File: config.mk
export PLATFORM = sky130hd
export DESIGN_NAME = scb_ctrl
export DESIGN_NICKNAME = d
export VERILOG_FILES = /design/src/rtl/scb_pkg.sv /design/src/rtl/scb_ctrl.sv
export SDC_FILE = /design/constraint.sdc
export NUM_CORES = 1
export LEC_CHECK = 0
export CORE_AREA = 4 4 41 43
export CTS_CLUSTER_SIZE = 24
export DETAILED_ROUTE_END_ITERATION = 12
export DIE_AREA = 0 0 45 47
export DONT_BUFFER_PORTS = 1
export PLACE_DENSITY = 0.42
export RECOVER_POWER = 100
export SYNTH_ARGS = -nofsm -noshare
export SYNTH_HDL_FRONTEND = slang
export SYNTH_SLANG_ARGS = --single-unit
File: constraint.sdc
create_clock -name clk -period 1.3 [get_ports clk]
set_input_delay 0.13 -clock clk [delete_from_list [all_inputs] [get_ports clk]]
set_output_delay 0.13 -clock clk [all_outputs]
set_load 0.02 [all_outputs]
File: src/rtl/scb_pkg.sv
// Shared types, codes and constants for the statistics counter bank.
// No dependencies; every other file in rtl/ imports this package.
`timescale 1ns / 1ps
`default_nettype none

package scb_pkg;

    localparam int NUM_COUNTERS = 64;
    localparam int IDX_W        = 6;    // width of counter_index / result_index
    localparam int CNT_W        = 7;    // width of active_counters, holds NUM_COUNTERS
    localparam int VAL_W        = 64;
    localparam int CFG_ADDR_W   = 1;

    localparam logic [CFG_ADDR_W-1:0] CFG_ACTIVE  = 1'b0;
    localparam logic [CFG_ADDR_W-1:0] CFG_VERBOSE = 1'b1;

    typedef enum logic [2:0] {
        OP_INC   = 3'd0,
        OP_DEC   = 3'd1,
        OP_SET   = 3'd2,
        OP_RAISE = 3'd3,
        OP_READ  = 3'd4,
        OP_DUMP  = 3'd5
    } opcode_t;

    typedef enum logic [1:0] {
        ST_OK    = 2'd0,
        ST_RANGE = 2'd1,
        ST_EMPTY = 2'd2
    } status_t;

    typedef struct packed {
        logic [2:0]              opcode;
        logic [IDX_W-1:0]        counter_index;
        logic signed [VAL_W-1:0] operand_value;
    } in_item_t;

    typedef struct packed {
        logic [IDX_W-1:0]        result_index;
        logic signed [VAL_W-1:0] result_count;
        logic [1:0]              status;
        logic                    last_result;
    } out_item_t;

    typedef enum logic [2:0] {
        S_IDLE,
        S_UPD,
        S_ERR,
        S_DRD,
        S_DCHK,
        S_DFIN
    } ctrl_state_t;

    typedef enum logic [2:0] {
        EM_NONE,
        EM_UPDATE,
        EM_ERROR,
        EM_PEND_MID,
        EM_PEND_LAST,
        EM_EMPTY
    } emit_t;

    typedef struct packed {
        logic  accept;       // latch item, read its counter
        logic  sweep_start;  // clear sweep pointer and pending slot
        logic  sweep_read;   // read counter at sweep pointer
        logic  sweep_step;   // advance pointer, capture qualifying counter
        emit_t emit;
    } scb_cmd_t;

    typedef struct packed {
        logic slot_free;
        logic in_dump;
        logic in_reserved;
        logic in_oob;
        logic sweep_empty;
        logic sweep_hit;
        logic pend_valid;
        logic ptr_end;
    } scb_stat_t;

endpackage

`default_nettype wire

File: src/rtl/scb_ctrl.sv
// Sequencer for the counter bank: decodes items, runs the dump sweep.
// Depends on scb_pkg; drives scb_datapath through scb_cmd_t.
`timescale 1ns / 1ps
`default_nettype none

module scb_ctrl
    import scb_pkg::*;
(
    input  wire logic      clk,
    input  wire logic      rst_n,
    input  wire logic      in_valid,
    output logic           in_ready,
    input  wire scb_stat_t stat,
    output scb_cmd_t       cmd
);

    ctrl_state_t state_reg;
    ctrl_state_t state_next;

    always_ff @(posedge clk or negedge rst_n)
    begin
        if (!rst_n)
        begin
            state_reg <= S_IDLE;
        end
        else
        begin
            state_reg <= state_next;
        end
    end

    always_comb
    begin
        state_next       = state_reg;
        in_ready         = 1'b0;
        cmd.accept       = 1'b0;
        cmd.sweep_start  = 1'b0;
        cmd.sweep_read   = 1'b0;
        cmd.sweep_step   = 1'b0;
        cmd.emit         = EM_NONE;
        case (state_reg)
            S_IDLE:
            begin
                in_ready = 1'b1;
                if (in_valid)
                begin
                    cmd.accept = 1'b1;
                    if (stat.in_reserved)
                    begin
                        state_next = S_IDLE;
                    end
                    else if (stat.in_dump)
                    begin
                        cmd.sweep_start = 1'b1;
                        state_next = stat.sweep_empty ? S_DFIN : S_DRD;
                    end
                    else if (stat.in_oob)
                    begin
                        state_next = S_ERR;
                    end
                    else
                    begin
                        state_next = S_UPD;
                    end
                end
            end
            S_UPD:
            begin
                if (stat.slot_free)
                begin
                    cmd.emit   = EM_UPDATE;
                    state_next = S_IDLE;
                end
            end
            S_ERR:
            begin
                if (stat.slot_free)
                begin
                    cmd.emit   = EM_ERROR;
                    state_next = S_IDLE;
                end
            end
            S_DRD:
            begin
                cmd.sweep_read = 1'b1;
                state_next     = S_DCHK;
            end
            S_DCHK:
            begin
                // hold while a new hit would overwrite a pending result still unsent
                if (!(stat.sweep_hit && stat.pend_valid && !stat.slot_free))
                begin
                    if (stat.sweep_hit && stat.pend_valid)
                    begin
                        cmd.emit = EM_PEND_MID;
                    end
                    cmd.sweep_step = 1'b1;
                    state_next = stat.ptr_end ? S_DFIN : S_DRD;
                end
            end
            S_DFIN:
            begin
                if (stat.slot_free)
                begin
                    cmd.emit   = stat.pend_valid ? EM_PEND_LAST : EM_EMPTY;
                    state_next = S_IDLE;
                end
            end
            default:
            begin
                state_next = S_IDLE;
            end
        endcase
    end

endmodule

`default_nettype wire

==> results.rst, run 1 <==
.. list-table::
   :header-rows: 1

   * - Metric
     - Value
   * - Total number of yosys warnings
     - 0
   * - Failing checks
     - negative setup slack
   * - Total routing resource utilization after global routing
     - 0.126
   * - Initial core utilization
     - 0.264
   * - Cell internal pwr
     - 0.000996 W
   * - Filler cell count in the final layout
     - around 130
   * - Sequential element share of the synthesized area
     - 0.218
   * - Design area
     - approximately 670 sq um
   * - Number of synthesized flops with an enable pin
     - 0
   * - Worst relative slew slack
     - 0.728
   * - Area contributors post-synth
     - sky130_fd_sc_hd__dfrtp_1 22%, sky130_fd_sc_hd__nor3b_2 7.3%, sky130_fd_sc_hd__a21oi_1 5.8%
   * - Average wire per standard cell
     - about 15 um
   * - Clk Latency, worst-skew pair
     - 230 ps
   * - Overall routed net length
     - between 1 and 1.5 mm
   * - Clock-pin slew reported for the worst setup and hold paths after clock tree synthesis
     - about 40 ps
   * - Number of antenna violations at the first check in global routing
     - 0
   * - Critical Path End Type
     - primary output
   * - Max-cap check violation count
     - 0
   * - Area taken by flip-flops and latches
     - roughly 76 sq um
   * - Class of the tightest hold or removal check
     - primary input to flop
   * - Routed via count
     - approximately 440
   * - Antenna fix cells
     - 0
   * - Total net switching power
     - slightly above 0.0007 W
   * - Combinational power share
     - 0.792
   * - Cts bufs inserted
     - 3
   * - Post-synthesis async set-or-reset flop share
     - 1.00
   * - Core Region
     - between 1000 and 1500 sq um
   * - Post-synthesis average cell area
     - about 8 sq um
   * - H-tree depth
     - 1
   * - Cell area after placement
     - between 400 and 500 sq um
   * - Max-slew violations
     - 0
   * - Count of boundary I/O pins
     - 19
   * - Number of nets in the final layout
     - between 70 and 80
   * - Number of nets produced by synthesis
     - 53
   * - Worst-path maximum fanout
     - 3
   * - PortBufs
     - 0
   * - Achievable Freq
     - ~0.65 GHz
   * - Portion of the clock cycle consumed by the worst path in the final layout
     - 1.18
   * - Flip-flop count of the largest register after layout
     - 3
   * - Synthesized flop and latch total
     - 3
   * - Final weighted congestion in routability-driven placement
     - just under 0.8
   * - First-iteration detailed-routing DRC count
     - 1
   * - Vert. Die Dim
     - roughly 47 um
   * - Antenna Nets Post-Route
     - 0
   * - Startpoint-to-endpoint class of the critical path
     - flop to primary output
   * - Maximum number of pins on one net before global-route repair
     - 8
   * - Net switching fraction of the power
     - 0.422
   * - Wire length of the first global-routing pass
     - 1.93 mm
   * - Setup slack, reg-to-reg
     - -130 ps
   * - Worst-case setup margin in the final layout
     - -233 ps
   * - Buffer depth of the longest clock path
     - 2
   * - Root buffer cell
     - sky130_fd_sc_hd__clkbuf_4
   * - Kind of launch point of the worst setup path
     - flop
   * - RSZ-0062 raised after global routing
     - yes
   * - Proportion of power drawn by the clock network
     - 0.095
   * - CTS tree
     - yes
   * - Data required time of the critical path
     - about 1200 ps
   * - Number of placement rows
     - 13
   * - Final Critical Period
     - between 1500 and 2000 ps
   * - Post-detail-place hpwl
     - between 700 and 800 um
   * - Die X-Extent
     - roughly 45 um
   * - Clock tree sinks
     - 3
   * - Area grow syn2layout
     - 93.5%
   * - Slew at the pin closest to its max-slew limit
     - about 410 ps
   * - Fraction of layout instances using a drive strength above 1
     - 0.712
   * - Most instantiated flip-flop cell in the synthesis netlist
     - sky130_fd_sc_hd__dfrtp_1
   * - Combined area of all synthesized cells
     - between 300 and 400 sq um
   * - Length of the first detailed-routing pass in iterations
     - 2
   * - Overall Power
     - around 0.0017 W
   * - Area share of the leading cell type in the synthesized netlist
     - 0.218
   * - Cell area power density
     - roughly 2600 nW/um^2
   * - Highest ir drop seen on vdd
     - between 1.5 and 2 mV
   * - Gate count of the mapped netlist
     - 42
   * - Arrival time of data at the critical path endpoint
     - about 1400 ps
   * - Total DRC errors in the routed layout
     - 0
   * - Count of unique library cells instantiated by Yosys
     - 28
   * - Drt via density
     - 5.41
   * - Total congestion overflow
     - 0
   * - Total Die Area
     - about 2100 sq um
   * - Static Leak
     - about 0.28 nW
   * - Number of endpoints with negative hold slack in the final report
     - 0
   * - Worst-case clock skew
     - 0.295 ps
   * - Final setup violation count
     - 10
   * - Vias in the first global route
     - approximately 470
   * - Dominant cell type by area after synthesis
     - sky130_fd_sc_hd__dfrtp_1
   * - Fraction of power consumed by sequential logic
     - 0.113
   * - Area of combinational cells with multiple inputs
     - around 320 sq um
   * - Outcome
     - finished, violations left
==> power groups by stage <==
stage               clock network [W]  logic (W)  registers, W
global route                 0.000190    0.00146      0.000200
detailed placement                  0   0.000840      0.000201
floorplan                           0   0.000622      0.000160
global placement                    0   0.000845      0.000197
finish                       0.000163    0.00136      0.000195
CTS                          0.000167    0.00119      0.000192
==> worst max-delay path, stage by stage (launching register included) <==
cell                      delay (ps)
sky130_fd_sc_hd__dfrtp_1         390
sky130_fd_sc_hd__or2_4           270
sky130_fd_sc_hd__nor3b_4         180
sky130_fd_sc_hd__nor3b_4         330
==> metrics by stage <==
step	hold slack [ps]	utilization	TNS, ps	std cells	setup slack, ps
floorplan	-166	-	-184	42	-184
global placement	-165	0.347	-65.2	66	-33.7
detailed placement	-166	0.347	-66.4	66	-34.9
CTS	114	0.478	-1060	79	-247
global route	103	0.512	-1960	81	-315
finish	104	0.512	-1270	81	-233
==> synthesized netlist by cell type (2+ instances only) <==
master / n
sky130_fd_sc_hd__a21oi_1: 4
sky130_fd_sc_hd__dfrtp_1: 3
sky130_fd_sc_hd__nor3_1: 3
sky130_fd_sc_hd__buf_2: 2
sky130_fd_sc_hd__inv_1: 2
sky130_fd_sc_hd__nand2_1: 2
sky130_fd_sc_hd__nor2_1: 2
sky130_fd_sc_hd__nor3b_1: 2
sky130_fd_sc_hd__nor3b_2: 2
sky130_fd_sc_hd__o21ai_1: 2
==> routing by layer <==
layer	wire length (um)	global-route usage	up-vias
li1	-	-	209
met1	453	0.148	213
met2	614	0.203	14
met3	113	0.0383	2
met4	16	0.0702	0
met5	0	0	-
==> kinds of logic after synthesis <==
| family | share of synthesized area |
|---|---|
| compound gates | 0.316 |
| buf+inv | 0.0945 |
| mux | 0.0436 |
| flops | 0.218 |
| simple gates | 0.327 |
==> path summary, 6_finish.rpt <==
path | from | endpoint | cells past startpoint
max | state_reg[0]$_DFFE_PN0P_ | cmd[5] | 3
min | stat[0] | state_reg[2]$_DFFE_PN0P_ | 2
max reg2reg | state_reg[1]$_DFFE_PN0P_ | state_reg[1]$_DFFE_PN0P_ | 5
min reg2reg | state_reg[2]$_DFFE_PN0P_ | state_reg[2]$_DFFE_PN0P_ | 2
max in group asynchronous | rst_n | state_reg[1]$_DFFE_PN0P_ | 1
min in group asynchronous | rst_n | state_reg[0]$_DFFE_PN0P_ | 1
==> placed cells by master, fill, tap and decap left out, types with 2 or more instances in the layout <==
| cell | instances |
|---|---|
| sky130_fd_sc_hd__a21oi_1 | 2 |
| sky130_fd_sc_hd__inv_4 | 2 |
| sky130_fd_sc_hd__o21ai_1 | 3 |
| sky130_fd_sc_hd__nor3b_4 | 2 |
| sky130_fd_sc_hd__buf_6 | 8 |
| sky130_fd_sc_hd__nor3b_2 | 2 |
| sky130_fd_sc_hd__clkbuf_4 | 3 |
| sky130_fd_sc_hd__dfrtp_1 | 2 |
| sky130_fd_sc_hd__buf_4 | 14 |
| sky130_fd_sc_hd__a21oi_2 | 3 |
==> final cells by class <==
class / instances / area share
Multi-Input combinational cell: 33 / 0.485
Timing Repair Buffer: 23 / 0.308
Sequential cell: 3 / 0.115
Clock buffer: 4 / 0.0395
Tap cell: 15 / 0.0282
Inverter: 3 / 0.0244
==> repair_timing <==
action | in CTS | in global routing
buffers inserted | 9 | 2
endpoints found under the hold margin | 3 | 0
resized for setup | 22 | 8
setup endpoints to repair | 10 | 11
hold buffers | 1 | 0
pin swaps | 9 | 6
Power figures use the tool's default switching activity.
==> run 2, diff against run 1 <==
- CELL_PAD_IN_SITES_DETAIL_PLACEMENT: unset -> 1
- CELL_PAD_IN_SITES_GLOBAL_PLACEMENT: unset -> 1
- PLACE_DENSITY: 0.42 -> 0.55
- clock period: 1.3 -> 1.4 ns (I/O delays scaled with it)
==> results.rst, run 2 (same netlist as run 1, synthesis figures left out) <==
.. list-table::
   :header-rows: 1

   * - Metric
     - Value
   * - Outcome
     - finished, violations left
   * - Failing checks
     - negative setup slack
   * - Cell area power density
     - 2330 nW/um^2 (-9.8%)
   * - Setup slack, reg-to-reg
     - -20 ps (+110 ps)
   * - Worst setup path startpoint
     - state_reg[2]$_DFFE_PN0P_
   * - Length of the first detailed-routing pass in iterations
     - 3 (+1)
   * - Portion of the clock cycle consumed by the worst path in the final layout
     - 1.13
   * - Arrival time of data at the critical path endpoint
     - 1440 ps (+40 ps)
   * - Max-cap check violation count
     - 0 (unchanged)
   * - Class of the tightest hold or removal check
     - primary input to flop
   * - Vias in the first global route
     - 457 (-2.6%)
   * - Fraction of layout instances using a drive strength above 1
     - 0.527 (-0.185)
   * - Most common library cell in the layout ignoring fill and taps
     - sky130_fd_sc_hd__buf_4
   * - Post-detail-place hpwl
     - 917 um (+20%)
   * - Clk Latency, worst-skew pair
     - 240 ps (about the same)
   * - Worst-path maximum fanout
     - 4 (+1)
   * - Core Region
     - 1300 sq um (unchanged)
   * - Routed via count
     - 391 (-11%)
   * - Overall Power
     - 0.00118 W (-32%)
   * - Critical Path End Type
     - primary output
   * - Vert. Die Dim
     - 47 um (unchanged)
   * - Critical R2R Capture
     - state_reg[1]$_DFFE_PN0P_
   * - Cell internal pwr
     - 0.000625 W (-37%)
   * - Worst-case clock skew
     - 2.46 ps (+2.16 ps)
   * - Worst-case setup margin in the final layout
     - -178 ps (+55.6 ps)
   * - Total routing resource utilization after global routing
     - 0.129 (+0.00326)
   * - Total DRC errors in the routed layout
     - 0 (unchanged)
   * - H-tree depth
     - 1 (unchanged)
   * - PortBufs
     - 0 (unchanged)
   * - Startpoint-to-endpoint class of the critical path
     - flop to primary output
   * - Achievable Freq
     - roughly 0.63 GHz
   * - Final setup violation count
     - 7 (-3)
   * - Final Critical Period
     - between 1500 and 2000 ps
   * - Total Die Area
     - 2120 sq um (unchanged)
   * - Max-slew violations
     - 0 (unchanged)
   * - Highest ir drop seen on vdd
     - 0.892 mV (-43%)
   * - Static Leak
     - 0.210 nW (-26%)
   * - Average wire per standard cell
     - 16.6 um (+12%)
   * - Drt via density
     - 5.59 (+3.3%)
   * - Area taken by flip-flops and latches
     - 76.3 sq um (unchanged)
   * - Wire length of the first global-routing pass
     - 1.92 mm (-0.36%)
   * - Flip-flop count of the largest register after layout
     - 3 (unchanged)
   * - Hold Path Origin
     - stat[0]
   * - Maximum number of pins on one net before global-route repair
     - 12 (+4)
   * - Commonest cells after routing, fill and taps aside
     - 9 x sky130_fd_sc_hd__buf_4, 4 x sky130_fd_sc_hd__a21oi_1, 3 x sky130_fd_sc_hd__clkbuf_4
   * - Cts bufs inserted
     - 3 (unchanged)
   * - Number of nets in the final layout
     - 67 (-14%)
   * - Initial core utilization
     - 0.264 (unchanged)
   * - Count of boundary I/O pins
     - 19 (unchanged)
   * - Combinational power share
     - 0.704 (-0.088)
   * - Worst reg-to-reg path cell count
     - 5 (unchanged)
   * - Root buffer cell
     - sky130_fd_sc_hd__clkbuf_4
   * - Cells on Worst Hold Path
     - 2 (unchanged)
   * - RSZ-0062 raised after global routing
     - yes
   * - Clock-pin slew reported for the worst setup and hold paths after clock tree synthesis
     - 40 ps (about the same)
   * - Number of antenna violations at the first check in global routing
     - 0 (unchanged)
   * - Kind of launch point of the worst setup path
     - flop
   * - Slew at the pin closest to its max-slew limit
     - 396 ps (-10.6 ps)
   * - Min-Delay Endpoint
     - state_reg[2]$_DFFE_PN0P_
   * - Antenna fix cells
     - 0 (unchanged)
   * - CTS tree
     - yes
   * - Filler cell count in the final layout
     - 165 (+28%)
   * - Overall routed net length
     - 1.16 mm (-2.9%)
   * - Antenna Nets Post-Route
     - 0 (unchanged)
   * - Total congestion overflow
     - 0 (unchanged)
   * - Number of placement rows
     - 13 (unchanged)
   * - Number of endpoints with negative hold slack in the final report
     - 0 (unchanged)
   * - Total net switching power
     - 0.000551 W (-24%)
   * - Fraction of power consumed by sequential logic
     - 0.159 (+0.046)
   * - Buffer depth of the longest clock path
     - 2 (unchanged)
   * - Worst relative slew slack
     - 0.729 (+0.000923)
   * - Proportion of power drawn by the clock network
     - 0.137 (+0.042)
   * - Area of combinational cells with multiple inputs
     - 275 sq um (-15%)
   * - Minimum setup slack after placement
     - 36.1 ps (+71.0 ps)
   * - Aggregate negative setup slack
     - -489 ps (+779 ps)
   * - Final weighted congestion in routability-driven placement
     - 0.754 (-4.3%)
   * - Net switching fraction of the power
     - 0.468 (+0.0465)
   * - Data required time of the critical path
     - 1260 ps (+90 ps)
   * - First-iteration detailed-routing DRC count
     - 2 (+1)
   * - Die X-Extent
     - 45 um (unchanged)
   * - Crit Reg-Reg Startpoint
     - state_reg[1]$_DFFE_PN0P_
   * - Area grow syn2layout
     - 46.5%
   * - Clock tree sinks
     - 3 (unchanged)
[run 2: cell count changes in the layout (fill, tap and decap cells not counted), moves of 2 or more]
| cell | change |
|---|---|
| sky130_fd_sc_hd__a21oi_2 | -2 |
| sky130_fd_sc_hd__buf_6 | -7 |
| sky130_fd_sc_hd__buf_4 | -5 |
| sky130_fd_sc_hd__a21oi_1 | +2 |
[run 2: worst max path at each step]
stage                                          end  slack (ps)
after CTS                                   cmd[5]        -180
after global placement                      cmd[5]          50
after detailed placement  state_reg[2]$_DFFE_PN0P_          40
after floorplan                             cmd[5]         -90
after global routing                        cmd[5]        -250
final                                       cmd[5]        -180
[run 2: layout make-up]
class,instances,share of cell area
Tap cell,15,0.0372
Clock buffer,4,0.0521
Timing Repair Buffer,12,0.186
Sequential cell,3,0.151
Multi-Input combinational cell,33,0.546
Inverter,3,0.0273
[run 2: power by group through the flow]
stage,clock (W),combinational (W),sequential [W]
after floorplan,0,0.000570,0.000148
after global placement,0,0.000728,0.000184
after detailed placement,0,0.000743,0.000187
after CTS,0.000167,0.000796,0.000190
after global routing,0.000170,0.000896,0.000196
final,0.000161,0.000829,0.000187
[run 2: critical path, cell delays in order (launching register included)]
cell and delay, ps:
sky130_fd_sc_hd__dfrtp_1 420, sky130_fd_sc_hd__or2_4 270, sky130_fd_sc_hd__nor3b_4 190, sky130_fd_sc_hd__nor3b_4 320
[run 2: per-stage QoR]
stage	std cells	hold slack, ps	util	instance area [sq um]
final	70	120	0.388	504
after global routing	70	145	0.388	504
after CTS	69	114	0.374	487
after detailed placement	63	-155	0.326	424
after global placement	63	-155	0.326	424
after floorplan	42	-156	-	365
[run 2: timing repair]
item	CTS	global route
endpoints found under the setup margin	7	9
hold endpoints to repair	3	0
resized for setup	7	4
hold buffers	1	0
buffers inserted	1	1
pin swaps	3	2
[run 2: routing by layer]
metal  vias to the layer above  global-route usage  wire length, um
met5                         -                   0                0
met4                         0              0.0877               25
met3                         2              0.0307               71
met2                        11               0.223              619
met1                       193               0.139              445
li1                        185                   -                -
